<file path="src/rtl/mahsd_pkg.sv">
// Shared types, tables and header check for the MPEG audio header sync decoder.
package mahsd_pkg;

    localparam int unsigned BYTE_W    = 8;
    localparam int unsigned WIN_W     = 32;
    localparam int unsigned LIMIT_W   = 12;
    localparam int unsigned KBPS_W    = 9;
    localparam int unsigned FREQ_W    = 16;
    localparam int unsigned RIDX_W    = 4;
    localparam int unsigned SIDE_W    = 6;
    localparam int unsigned QUO_W     = 12;
    localparam int unsigned NUM_W     = 26;
    localparam int unsigned MULK_W    = 18;
    localparam int unsigned CNT_W     = $clog2(QUO_W);
    localparam int unsigned M_DATA_W  = 48;

    localparam logic [LIMIT_W-1:0] LIMIT_RESET = 12'd1792;
    localparam logic [MULK_W-1:0]  K_LAYER1    = 18'd12000;
    localparam logic [MULK_W-1:0]  K_LAYER23   = 18'd144000;
    localparam logic [WIN_W-1:0]   SYNC_MASK   = 32'hffe00000;
    localparam logic [WIN_W-1:0]   CRC_MASK    = 32'hffff0000;
    localparam logic [WIN_W-1:0]   CRC_PAT     = 32'hfffe0000;

    localparam logic [1:0] LAYER_I   = 2'd1;
    localparam logic [1:0] LAYER_III = 2'd3;
    localparam logic [1:0] MODE_MONO = 2'd3;

    localparam logic [KBPS_W-1:0] KBPS_TAB [2][3][16] = '{
        '{'{9'd0, 9'd32, 9'd64, 9'd96, 9'd128, 9'd160, 9'd192, 9'd224,
            9'd256, 9'd288, 9'd320, 9'd352, 9'd384, 9'd416, 9'd448, 9'd0},
          '{9'd0, 9'd32, 9'd48, 9'd56, 9'd64, 9'd80, 9'd96, 9'd112,
            9'd128, 9'd160, 9'd192, 9'd224, 9'd256, 9'd320, 9'd384, 9'd0},
          '{9'd0, 9'd32, 9'd40, 9'd48, 9'd56, 9'd64, 9'd80, 9'd96,
            9'd112, 9'd128, 9'd160, 9'd192, 9'd224, 9'd256, 9'd320, 9'd0}},
        '{'{9'd0, 9'd32, 9'd48, 9'd56, 9'd64, 9'd80, 9'd96, 9'd112,
            9'd128, 9'd144, 9'd160, 9'd176, 9'd192, 9'd224, 9'd256, 9'd0},
          '{9'd0, 9'd8, 9'd16, 9'd24, 9'd32, 9'd40, 9'd48, 9'd56,
            9'd64, 9'd80, 9'd96, 9'd112, 9'd128, 9'd144, 9'd160, 9'd0},
          '{9'd0, 9'd8, 9'd16, 9'd24, 9'd32, 9'd40, 9'd48, 9'd56,
            9'd64, 9'd80, 9'd96, 9'd112, 9'd128, 9'd144, 9'd160, 9'd0}}
    };

    localparam logic [FREQ_W-1:0] FREQ_TAB [9] = '{
        16'd44100, 16'd48000, 16'd32000, 16'd22050, 16'd24000,
        16'd16000, 16'd11025, 16'd12000, 16'd8000
    };

    typedef struct packed {
        logic shift;
        logic load_hdr;
        logic mul;
        logic div_step;
        logic load_out;
    } mahsd_cmd_t;

    typedef struct packed {
        logic hdr_match;
        logic div_last;
    } mahsd_status_t;

    function automatic logic header_valid(input logic [WIN_W-1:0] h);
        logic ok;
        ok = 1'b1;
        if ((h & SYNC_MASK) != SYNC_MASK) ok = 1'b0;
        if (h[18:17] == 2'd0) ok = 1'b0;
        if (h[15:12] == 4'hf) ok = 1'b0;
        if (h[15:12] == 4'h0) ok = 1'b0;
        if (h[11:10] == 2'd3) ok = 1'b0;
        if (h[19] && h[18:17] == 2'd3 && h[16]) ok = 1'b0;
        if ((h & CRC_MASK) == CRC_PAT) ok = 1'b0;
        return ok;
    endfunction

endpackage

</file>
<file path="src/rtl/mpeg_audio_header_sync_decode_core.sv">
// Top level of the MPEG audio frame header sync and decode block.
//
// Input stream: one byte per transaction on s_tdata; s_tuser set clears the
// four-byte window before that byte is shifted in. Each accepted byte is
// checked against the header sync rules together with the three before it.
// A byte that completes no header produces nothing, and the block stays
// ready for the next byte. A byte that completes a valid header produces one
// output transaction: m_tuser carries decode_ok, m_tdata the decoded header
// fields. The frame size needs a multiply step, twelve restoring divide steps
// and a finish step; the block takes no byte until the finish step is done,
// and the result appears on m_tvalid in the cycle after that.
// The output register holds a finished result while the receiver stalls;
// the block keeps taking bytes, and waits in its finish step only if a
// second header completes before the first result has been taken.
// cfg_wr_en writes the frame size limit (reset 1792); write only while idle.
// Reset (aresetn low, synchronous) clears the window and all handshake state
// and sets the limit to 1792.
module mpeg_audio_header_sync_decode_core (
    input  logic                                  aclk,
    input  logic                                  aresetn,
    input  logic                                  s_tvalid,
    output logic                                  s_tready,
    input  logic [mahsd_pkg::BYTE_W-1:0]          s_tdata,   // [7:0] data_byte
    input  logic                                  s_tuser,   // [0] stream_start
    output logic                                  m_tvalid,
    input  logic                                  m_tready,
    // [1:0] layer, [2] low_sampling, [3] mpeg25, [7:4] rate_index,
    // [16:8] bitrate_kbps, [17] padding, [19:18] channel_mode, [21:20] channels,
    // [22] crc_present, [34:23] frame_bytes, [40:35] side_info_bytes, [47:41] zero
    output logic [mahsd_pkg::M_DATA_W-1:0]        m_tdata,
    output logic                                  m_tuser,   // [0] decode_ok
    input  logic                                  cfg_wr_en,
    input  logic [mahsd_pkg::LIMIT_W-1:0]         cfg_wr_data
);

    mahsd_pkg::mahsd_cmd_t    cmd;
    mahsd_pkg::mahsd_status_t status;

    mahsd_ctrl u_ctrl (
        .aclk     (aclk),
        .aresetn  (aresetn),
        .s_tvalid (s_tvalid),
        .s_tready (s_tready),
        .m_tvalid (m_tvalid),
        .m_tready (m_tready),
        .status   (status),
        .cmd      (cmd)
    );

    mahsd_datapath u_datapath (
        .aclk          (aclk),
        .aresetn       (aresetn),
        .data_byte     (s_tdata),
        .stream_start  (s_tuser),
        .cfg_wr_en     (cfg_wr_en),
        .cfg_wr_data   (cfg_wr_data),
        .cmd           (cmd),
        .status        (status),
        .out_decode_ok (m_tuser),
        .out_data      (m_tdata)
    );

endmodule

</file>
<file path="src/rtl/mahsd_ctrl.sv">
// Controller state machine: byte acceptance, multiply, divide steps, result hand-off.
module mahsd_ctrl (
    input  logic                   aclk,
    input  logic                   aresetn,
    input  logic                   s_tvalid,
    output logic                   s_tready,
    output logic                   m_tvalid,
    input  logic                   m_tready,
    input  mahsd_pkg::mahsd_status_t status,
    output mahsd_pkg::mahsd_cmd_t    cmd
);

    typedef enum logic [3:0] {
        ST_IDLE = 4'b0001,
        ST_MUL  = 4'b0010,
        ST_DIV  = 4'b0100,
        ST_DONE = 4'b1000
    } state_t;

    state_t state_reg, state_next;
    logic   out_valid_reg, out_valid_next;

    always_comb begin
        state_next = state_reg;
        cmd        = '0;
        s_tready   = 1'b0;
        case (state_reg)
            ST_IDLE: begin
                s_tready = 1'b1;
                if (s_tvalid) begin
                    cmd.shift = 1'b1;
                    if (status.hdr_match) begin
                        cmd.load_hdr = 1'b1;
                        state_next   = ST_MUL;
                    end
                end
            end
            ST_MUL: begin
                cmd.mul    = 1'b1;
                state_next = ST_DIV;
            end
            ST_DIV: begin
                cmd.div_step = 1'b1;
                if (status.div_last) begin
                    state_next = ST_DONE;
                end
            end
            ST_DONE: begin
                if (!out_valid_reg || m_tready) begin
                    cmd.load_out = 1'b1;
                    state_next   = ST_IDLE;
                end
            end
            default: begin
                state_next = ST_IDLE;
            end
        endcase
    end

    always_comb begin
        out_valid_next = out_valid_reg;
        if (cmd.load_out) begin
            out_valid_next = 1'b1;
        end else if (m_tready) begin
            out_valid_next = 1'b0;
        end
    end

    always_ff @(posedge aclk) begin
        if (!aresetn) begin
            state_reg     <= ST_IDLE;
            out_valid_reg <= 1'b0;
        end else begin
            state_reg     <= state_next;
            out_valid_reg <= out_valid_next;
        end
    end

    assign m_tvalid = out_valid_reg;

endmodule

</file>
<file path="src/rtl/mahsd_datapath.sv">
// Datapath: byte window, header decode, frame size multiply and restoring divide, result register.
module mahsd_datapath (
    input  logic                                  aclk,
    input  logic                                  aresetn,
    input  logic [mahsd_pkg::BYTE_W-1:0]          data_byte,
    input  logic                                  stream_start,
    input  logic                                  cfg_wr_en,
    input  logic [mahsd_pkg::LIMIT_W-1:0]         cfg_wr_data,
    input  mahsd_pkg::mahsd_cmd_t                 cmd,
    output mahsd_pkg::mahsd_status_t              status,
    output logic                                  out_decode_ok,
    output logic [mahsd_pkg::M_DATA_W-1:0]        out_data
);

    localparam int unsigned QW = mahsd_pkg::QUO_W;
    localparam int unsigned FW = mahsd_pkg::FREQ_W;

    logic [mahsd_pkg::WIN_W-1:0]   win_reg, win_next;
    logic [mahsd_pkg::LIMIT_W-1:0] limit_reg;

    // decoded header
    logic                          d_lsf, d_m25, d_crc, d_mono;
    logic [1:0]                    d_lay;
    logic [mahsd_pkg::RIDX_W-1:0]  d_ridx;
    logic [mahsd_pkg::KBPS_W-1:0]  d_kbps;
    logic [FW-1:0]                 d_freq, d_den;
    logic [mahsd_pkg::SIDE_W-1:0]  d_side;

    logic                          lsf_reg, m25_reg, crc_reg, pad_reg;
    logic [1:0]                    lay_reg, mode_reg;
    logic [mahsd_pkg::RIDX_W-1:0]  ridx_reg;
    logic [mahsd_pkg::KBPS_W-1:0]  kbps_reg;
    logic [FW-1:0]                 den_reg;
    logic [mahsd_pkg::SIDE_W-1:0]  side_reg;

    logic [mahsd_pkg::NUM_W-1:0]   product;
    logic [FW-1:0]                 rem_reg;
    logic [QW-1:0]                 nlow_reg, quo_reg;
    logic [mahsd_pkg::CNT_W-1:0]   cnt_reg;
    logic [FW:0]                   trial, trial_sub;
    logic                          trial_ge;

    logic [QW-1:0]                 qp, fsize;

    logic                          ok_reg;
    logic [mahsd_pkg::M_DATA_W-1:0] data_reg;

    assign win_next = stream_start ? {{(mahsd_pkg::WIN_W-mahsd_pkg::BYTE_W){1'b0}}, data_byte}
                                   : {win_reg[mahsd_pkg::WIN_W-mahsd_pkg::BYTE_W-1:0], data_byte};

    assign status.hdr_match = mahsd_pkg::header_valid(win_next);
    assign status.div_last  = (cnt_reg == mahsd_pkg::CNT_W'(QW - 1));

    always_comb begin
        if (win_next[20]) begin
            d_lsf = ~win_next[19];
            d_m25 = 1'b0;
        end else begin
            d_lsf = 1'b1;
            d_m25 = 1'b1;
        end
        d_lay  = 2'd0 - win_next[18:17];
        d_crc  = ~win_next[16];
        d_mono = (win_next[7:6] == mahsd_pkg::MODE_MONO);
        if (d_m25) begin
            d_ridx = 4'd6 + {2'b00, win_next[11:10]};
        end else begin
            d_ridx = {2'b00, win_next[11:10]} + (d_lsf ? 4'd3 : 4'd0);
        end
        d_kbps = mahsd_pkg::KBPS_TAB[d_lsf][d_lay - 2'd1][win_next[15:12]];
        d_freq = mahsd_pkg::FREQ_TAB[d_ridx];
        d_den  = d_freq;
        d_side = '0;
        if (d_lay == mahsd_pkg::LAYER_III) begin
            if (d_lsf) begin
                d_den  = {d_freq[FW-2:0], 1'b0};
                d_side = d_mono ? 6'd9 : 6'd17;
            end else begin
                d_side = d_mono ? 6'd17 : 6'd32;
            end
            if (d_crc) begin
                d_side = d_side + 6'd2;
            end
        end
    end

    assign product = mahsd_pkg::NUM_W'(kbps_reg *
        ((lay_reg == mahsd_pkg::LAYER_I) ? mahsd_pkg::K_LAYER1 : mahsd_pkg::K_LAYER23));

    assign trial     = {rem_reg, nlow_reg[QW-1]};
    assign trial_ge  = (trial >= {1'b0, den_reg});
    assign trial_sub = trial - {1'b0, den_reg};

    assign qp    = quo_reg + {{(QW-1){1'b0}}, pad_reg};
    assign fsize = (lay_reg == mahsd_pkg::LAYER_I) ? ({qp[QW-3:0], 2'b00} - 12'd4)
                                                   : (qp - 12'd4);

    always_ff @(posedge aclk) begin
        if (!aresetn) begin
            win_reg   <= '0;
            limit_reg <= mahsd_pkg::LIMIT_RESET;
        end else begin
            if (cmd.shift) begin
                win_reg <= win_next;
            end
            if (cfg_wr_en) begin
                limit_reg <= cfg_wr_data;
            end
        end
    end

    always_ff @(posedge aclk) begin
        if (cmd.load_hdr) begin
            lsf_reg  <= d_lsf;
            m25_reg  <= d_m25;
            crc_reg  <= d_crc;
            pad_reg  <= win_next[9];
            lay_reg  <= d_lay;
            mode_reg <= win_next[7:6];
            ridx_reg <= d_ridx;
            kbps_reg <= d_kbps;
            den_reg  <= d_den;
            side_reg <= d_side;
        end
        if (cmd.mul) begin
            rem_reg  <= FW'(product[mahsd_pkg::NUM_W-1:QW]);
            nlow_reg <= product[QW-1:0];
            quo_reg  <= '0;
            cnt_reg  <= '0;
        end
        if (cmd.div_step) begin
            rem_reg  <= trial_ge ? trial_sub[FW-1:0] : trial[FW-1:0];
            nlow_reg <= {nlow_reg[QW-2:0], 1'b0};
            quo_reg  <= {quo_reg[QW-2:0], trial_ge};
            cnt_reg  <= cnt_reg + 1'b1;
        end
        if (cmd.load_out) begin
            ok_reg   <= (fsize <= limit_reg);
            data_reg <= {7'd0, side_reg, fsize, crc_reg,
                         (mode_reg == mahsd_pkg::MODE_MONO) ? 2'd1 : 2'd2,
                         mode_reg, pad_reg, kbps_reg, ridx_reg, m25_reg, lsf_reg, lay_reg};
        end
    end

    assign out_decode_ok = ok_reg;
    assign out_data      = data_reg;

endmodule

</file>
<file path="config.mk">
export PLATFORM = sky130hd
export DESIGN_NAME = mpeg_audio_header_sync_decode_core
export DESIGN_NICKNAME = d
export VERILOG_FILES = /design/src/rtl/mahsd_pkg.sv /design/src/rtl/mpeg_audio_header_sync_decode_core.sv /design/src/rtl/mahsd_ctrl.sv /design/src/rtl/mahsd_datapath.sv
export SDC_FILE = /design/constraint.sdc
export NUM_CORES = 1
export LEC_CHECK = 0
export ABC_CLOCK_PERIOD_IN_PS = 6350
export BUFFER_PORTS_ARGS = -buffer_cell sky130_fd_sc_hd__buf_4
export CORE_AREA = 2 2 138 140
export DETAILED_ROUTE_END_ITERATION = 6
export DIE_AREA = 0 0 140 142
export PLACE_DENSITY = 0.78
export SYNTH_ARGS = -nofsm -noshare
export SYNTH_HDL_FRONTEND = slang
export SYNTH_SLANG_ARGS = --single-unit
</file>
<file path="constraint.sdc">
create_clock -name aclk -period 6.35 [get_ports aclk]
set_input_delay 1.27 -clock aclk [delete_from_list [all_inputs] [get_ports aclk]]
set_output_delay 1.27 -clock aclk [all_outputs]
set_load 0.01 [all_outputs]
</file>
==> results of run 1 <==
[routing by layer]
layer | global-route usage, % | vias to the layer above | wire length, um
li1 | - | 4073 | -
met1 | 33.82 | 3897 | 10670
met2 | 38.68 | 296 | 11050
met3 | 4.408 | 46 | 1450
met4 | 6.645 | 0 | 409
met5 | 0 | - | 0
[cell type report]
class / instances / share of cell area, %
Inverter: 98 / 3.042
Sequential cell: 156 / 35.34
Clock buffer: 22 / 4.108
Clock inverter: 10 / 0.6208
Tap cell: 234 / 2.421
Timing Repair Buffer: 69 / 4.284
Multi-Input combinational cell: 836 / 50.18
[cells in the final DEF, fill, tap and decap left out, types with 19 or more instances in the layout]
| master | netlist | layout |
|---|---|---|
| nor2b_1 | 28 | 27 |
| mux2i_1 | 19 | 19 |
| a21oi_1 | 61 | 61 |
| fa_1 | 31 | 31 |
| xnor2_1 | 25 | 25 |
| a21boi_1 | 21 | 21 |
| buf_4 | 11 | 69 |
| nor2_1 | 70 | 69 |
| nand2_1 | 121 | 121 |
| o21ai_0 | 28 | 28 |
| nand3_1 | 19 | 19 |
| dfxtp_1 | 41 | 41 |
| clkbuf_16 | 0 | 19 |
| o21ai_1 | 23 | 23 |
| conb_1 | 2 | 26 |
| edfxtp_1 | 115 | 115 |
| inv_1 | 93 | 93 |
| ha_1 | 105 | 105 |
| and2_1 | 33 | 33 |
[critical path, delay by kind of cell, from the launching register on]
kind | cells | cell delay, ns
adder cells (fa/ha/maj) | 5 | 2.12
AO/OA/AOI/OAI | 5 | 1.43
AND/OR/NAND/NOR | 4 | 0.84
buffers and inverters | 4 | 0.20
flip-flops | 1 | 0.40
XOR/XNOR | 2 | 0.37
[final timing paths]
kind                                          from                          endpoint  slack [ns]  cells after the start
setup / recovery   u_datapath.lay_reg[1]$_DFFE_PP_  u_datapath.rem_reg[11]$_DFFE_PN_        0.74                     20
hold / removal    u_datapath.ridx_reg[3]$_DFFE_PP_  u_datapath.out_data[7]$_DFFE_PP_        0.42                      0
setup reg to reg   u_datapath.lay_reg[1]$_DFFE_PP_  u_datapath.rem_reg[11]$_DFFE_PN_        0.74                     20
hold reg to reg   u_datapath.ridx_reg[3]$_DFFE_PP_  u_datapath.out_data[7]$_DFFE_PP_        0.42                      0
[power by group through the flow]
stage	clock [W]	sequential (W)	combinational (W)
final	0.000999	0.00111	0.000186
after global routing	0.00105	0.00111	0.000210
after CTS	0.00101	0.00111	0.000184
after detailed placement	0	0.00113	0.000184
after global placement	0	0.00113	0.000178
after floorplan	0	0.00112	0.000147
[through the flow]
step	worst slack, ns	utilization, %
floorplan	0.5214	-
global placement	0.8581	62.43
detailed placement	0.7469	62.43
CTS	0.7459	65.53
global route	0.4291	65.53
finish	0.7378	65.53
[cells by family after synthesis]
| logic type | after synthesis | synth area share (%) |
|---|---|---|
| AO/OA/AOI/OAI | 253 | 15.63 |
| XOR/XNOR | 37 | 2.983 |
| adder cells (fa/ha/maj) | 136 | 17.80 |
| buffers and inverters | 159 | 5.885 |
| flip-flops | 156 | 39.34 |
| multiplexers | 19 | 1.751 |
| other | 2 | 0.06913 |
| AND/OR/NAND/NOR | 365 | 16.54 |
==> impl_metrics.env, run 1 <==
export IMPL_synthTopCellsByArea="edfxtp_1, ha_1, dfxtp_1, fa_1, nand2_1"
export IMPL_vias=8312
export IMPL_portBuffers=65
export IMPL_async_reset_ff_share_pct=0
export IMPL_fillers=1455
export IMPL_ir_drop_mv=0.1898
export IMPL_end_kind="flip-flop"
export IMPL_diodes=0
export IMPL_cts_tree="done"
export IMPL_place_hpwl_mm=16.86
export IMPL_grt_overflow=0
export IMPL_drc=5
export IMPL_seqPwrFrac_pct=48.4
export IMPL_dpl_cell_area_um2=11520
export IMPL_intPower_w=0.001736
export IMPL_seq_area_frac_synth_pct=39.34
export IMPL_report_final_slew_viol_count=0
export IMPL_grt_pass1_wl_mm=38.39
export IMPL_final_hold_viol_count=0
export IMPL_cap_viol_max_count=0
export IMPL_synth_cell_types=76
export IMPL_clock_sink_count=156
export IMPL_placed_cells=1393
export IMPL_h_tree_depth=4
export IMPL_grt_usage_pct=24.05
export IMPL_die_area_um2=19880
export IMPL_initial_core_util_pct=58.87
export IMPL_synth_edf_count=115
export IMPL_ys_flop_type="edfxtp_1"
export IMPL_cts_hold_buf=0
export IMPL_pwr_share_comb_pct=8.1
export IMPL_largest_reg_flops=37
export IMPL_rsz0062_at_grt="false"
export IMPL_drive_gt1_share_pct=10.08
export IMPL_core_um2=18460
export IMPL_die_y_um=142
export IMPL_tightest_slew_ns=1.201
export IMPL_cts_made_buffers=17
export IMPL_fin_crit_sh_pct=88.38
export IMPL_first_global_vias=7813
export IMPL_ant_nets=0
export IMPL_worstSetupStartpointType="flip-flop"
export IMPL_cpMaxStageDelayCell="fa_1"
export IMPL_row_count=50
export IMPL_synth_area_leader_cell="edfxtp_1"
export IMPL_switching_share_pct=24.40
export IMPL_setup_viol=0
export IMPL_run_status="finished, violations left"
export IMPL_p_per_area_nw_per_um2=189.9
export IMPL_io_pins=77
export IMPL_first_pass_iters=7
export IMPL_crit_top_cell="inv_1"
export IMPL_max_stage_delay_ns=0.53
export IMPL_dieWidth_um=140
export IMPL_syn_area_um2=10860
export IMPL_yosysTopAreaCellShare_pct=31.79
export IMPL_regArea_um2=4274
export IMPL_crit_chain="nor2b_1 -> nand2_1 -> xnor2_1 -> a21boi_0 -> ha_1 -> inv_1 -> fa_1 -> inv_1 -> fa_1 -> inv_1 -> fa_1 -> inv_1 -> ha_1 -> a21o_1 -> a221oi_2 -> or4b_1 -> a41oi_2 -> xor2_1 -> nor2_1 -> a221o_1"
export IMPL_drt_iter0_drc=859
export IMPL_maxSlewHeadroom_pct=19.78
export IMPL_switchingPower_w=0.0005603
export IMPL_grt_max_degree=40
export IMPL_multi_input_area_um2=6068
export IMPL_nNetsFinal=1340
export IMPL_syn2layout_area_growth_pct=11.31
export IMPL_hold_class="reg -> reg"
export IMPL_crit_type="reg -> reg"
export IMPL_antenna_found_initial=0
export IMPL_cts_root_buf="clkbuf_16"
export IMPL_fin_crit_ns=5.612
export IMPL_yosysMostFrequentCell="nand2_1"
export IMPL_fin_area_um2=12090
export IMPL_critical_path_max_fanout=7
export IMPL_hold_ws_ns=0.4187
export IMPL_power_leakage_nw=5.212
export IMPL_fin_skew_ns=0.01203
export IMPL_syn_inst=1127
export IMPL_required_ns=6.54
export IMPL_yosys_warnings=0
export IMPL_post_cts_buffers=0
export IMPL_detail_route_vias_per_cell=5.833
export IMPL_tns_ns=0
export IMPL_wirelength_mm=23.58
export IMPL_fmax_mhz=178.2
export IMPL_gp_congestion=0.9386
export IMPL_synthTopCellsByCount="nand2_1, edfxtp_1, ha_1"
export IMPL_clk_path_buf_depth=2
export IMPL_worst_ep_arrival_time_ns=5.80
export IMPL_finalPower_w=0.002296
export IMPL_cts_resized=0
export IMPL_ys_seq_elements=156
export IMPL_avgRoutedWirePerCell_um=16.55
export IMPL_p_clk_share_pct=43.5
export IMPL_clock_latency_ns=0.44
export IMPL_failed_checks="design-rule violations"
export IMPL_final_cell_count_no_fill=1425
export IMPL_clk_pin_slew_ns=0.07
export IMPL_avgSynthCellArea_um2=9.640
No activity file was read; power rests on OpenSTA's default activity.
==> inputs of run 2 (changes only) <==
--- a/config.mk
+++ b/config.mk
@@ -6,11 +6,11 @@
 export NUM_CORES = 1
 export LEC_CHECK = 0
 export ABC_CLOCK_PERIOD_IN_PS = 6350
-export BUFFER_PORTS_ARGS = -buffer_cell sky130_fd_sc_hd__buf_4
 export CORE_AREA = 2 2 138 140
 export DETAILED_ROUTE_END_ITERATION = 6
 export DIE_AREA = 0 0 140 142
-export PLACE_DENSITY = 0.78
+export DONT_BUFFER_PORTS = 1
+export PLACE_DENSITY = 0.75
 export SYNTH_ARGS = -nofsm -noshare
 export SYNTH_HDL_FRONTEND = slang
 export SYNTH_SLANG_ARGS = --single-unit
==> constraint.sdc (replaced) <==
create_clock -name aclk -period 6.35 [get_ports aclk]
set_input_delay 1.27 -clock aclk [delete_from_list [all_inputs] [get_ports aclk]]
set_output_delay 1.27 -clock aclk [all_outputs]
set_load 0.1 [all_outputs]
==> run 2 against run 1 <==
  * The flow still finishes with violations (design-rule violations)
  * Largest cell class unchanged
  * Sequential share of layout area rose by 1.3 points
  * Core utilization fell by 2.4 points
  * Worst setup slack got worse by 0.036 ns
  * Maximum frequency fell by 0.64%
  * Cell count fell by 4.4%
  * Global-route usage fell by 0.094 points
==> impl_metrics.env, run 2 (same netlist as run 1, synthesis figures left out) <==
export IMPL_first_global_vias=7633
export IMPL_drive_gt1_share_pct=5.230
export IMPL_critical_path_max_fanout=7
export IMPL_largest_reg_flops=37
export IMPL_wirelength_mm=23.33
export IMPL_post_cts_buffers=0
export IMPL_row_count=50
export IMPL_rsz0062_at_grt="false"
export IMPL_detail_route_vias_per_cell=5.979
export IMPL_worst_ep_arrival_time_ns=5.82
export IMPL_grt_pass1_wl_mm=38.21
export IMPL_p_per_area_nw_per_um2=202.8
export IMPL_whs_path_depth=0
export IMPL_diodes=0
export IMPL_cap_viol_max_count=0
export IMPL_run_status="finished, violations left"
export IMPL_core_um2=18460
export IMPL_initial_core_util_pct=58.87
export IMPL_h_tree_depth=4
export IMPL_use_met2_pct=37.52
export IMPL_cts_tree="done"
export IMPL_clk_path_buf_depth=2
export IMPL_failed_checks="design-rule violations"
export IMPL_avgRoutedWirePerCell_um=17.13
export IMPL_worstSetupStartpointType="flip-flop"
export IMPL_antenna_found_initial=0
export IMPL_portBuffers=0
export IMPL_setup_viol=0
export IMPL_clk_pin_slew_ns=0.06
export IMPL_cts_made_buffers=17
export IMPL_ant_nets=0
export IMPL_placed_cells=1330
export IMPL_vias=8144
export IMPL_met3_usage_pct=4.610
export IMPL_nNetsFinal=1277
export IMPL_most_common_layout_cells="nand2_1, edfxtp_1, ha_1"
export IMPL_final_common_cell="nand2_1"
export IMPL_cts_hold_buf=0
export IMPL_clock_latency_ns=0.42
export IMPL_cts_root_buf="clkbuf_16"
export IMPL_grt_overflow=0
export IMPL_die_area_um2=19880
export IMPL_dieWidth_um=140
export IMPL_syn2layout_area_growth_pct=7.255
export IMPL_fin_crit_ns=5.648
export IMPL_required_ns=6.52
export IMPL_clock_sink_count=156
export IMPL_worstRegToRegCells=20
export IMPL_grt_busiest_layer="met2"
export IMPL_ir_drop_mv=0.2177
export IMPL_first_pass_iters=7
export IMPL_tns_ns=0
export IMPL_fin_crit_sh_pct=88.95
export IMPL_power_leakage_nw=4.932
export IMPL_grt_usage_pct=23.96
export IMPL_cts_resized=0
export IMPL_io_pins=77
export IMPL_drc=4
export IMPL_tightest_slew_ns=1.132
export IMPL_crit_type="reg -> reg"
export IMPL_final_cell_count_no_fill=1362
export IMPL_final_hold_viol_count=0
export IMPL_fmax_mhz=177.1
export IMPL_die_y_um=142
export IMPL_maxSlewHeadroom_pct=24.35
export IMPL_end_kind="flip-flop"
export IMPL_gp_congestion=0.9323
export IMPL_place_hpwl_mm=16.67
export IMPL_use_met1_pct=34.44
export IMPL_report_final_slew_viol_count=0
export IMPL_hold_class="reg -> reg"
export IMPL_fin_skew_ns=0.01155
export IMPL_grt_max_degree=40
export IMPL_drt_iter0_drc=869
[run 2: critical path, stage by stage (launching register included)]
cell,delay [ns]
edfxtp_1,0.41
nor2b_1,0.17
nand2_1,0.10
xnor2_1,0.20
a21boi_0,0.36
ha_1,0.18
inv_1,0.05
fa_1,0.53
inv_1,0.06
fa_1,0.53
inv_1,0.06
fa_1,0.53
inv_1,0.04
ha_1,0.36
a21o_1,0.22
a221oi_2,0.35
or4b_1,0.51
a41oi_2,0.22
xor2_1,0.15
nor2_1,0.05
a221o_1,0.28
[run 2: area by class of cell]
| type | count | area (um^2) |
|---|---|---|
| Clock buffer | 21 | 494.2 |
| Clock inverter | 11 | 116.4 |
| Fill cell | 1476 | 6803 |
| Inverter | 98 | 367.9 |
| Multi-Input combinational cell | 836 | 6062 |
| Sequential cell | 156 | 4274 |
| Tap cell | 234 | 292.8 |
| Timing Repair Buffer | 6 | 45.04 |
[run 2: per-layer routing]
| layer | up-vias | share of wire (%) |
|---|---|---|
| met4 | 0 | 1.6 |
| li1 | 3948 | - |
| met2 | 302 | 47 |
| met3 | 26 | 6.2 |
| met5 | - | 0 |
| met1 | 3868 | 46 |
[run 2: metrics by stage]
stage          util [%]  hold WS, ns  instance area (um^2)  setup slack (ns)  power (W)
2_1_floorplan         -       0.4003                 10950            0.5214   0.001303
3_3_place_gp      59.83       0.4020                 11040            0.8174   0.001322
3_5_place_dp      59.83       0.4045                 11040            0.6883   0.001326
4_1_cts           63.14       0.4199                 11650            0.6800   0.002373
5_1_grt           63.14       0.4367                 11650            0.4308   0.002439
6_report          63.14       0.4190                 11650            0.7019   0.002363
[run 2: power by group]
| part | total [W] | switching [W] | internal (W) |
|---|---|---|---|
| registers | 0.00111 | 0.0000137 | 0.00110 |
| logic | 0.000198 | 0.000132 | 0.0000655 |
| clock network | 0.00105 | 0.000443 | 0.000611 |
[run 2: path summary, 6_finish.rpt]
check                                        from                                 to  slack [ns]
setup / recovery  u_datapath.lay_reg[1]$_DFFE_PP_   u_datapath.rem_reg[11]$_DFFE_PN_        0.70
hold reg to reg      u_datapath.crc_reg$_DFFE_PP_  u_datapath.out_data[22]$_DFFE_PP_        0.42
setup reg to reg  u_datapath.lay_reg[1]$_DFFE_PP_   u_datapath.rem_reg[11]$_DFFE_PN_        0.70
hold / removal       u_datapath.crc_reg$_DFFE_PP_  u_datapath.out_data[22]$_DFFE_PP_        0.42
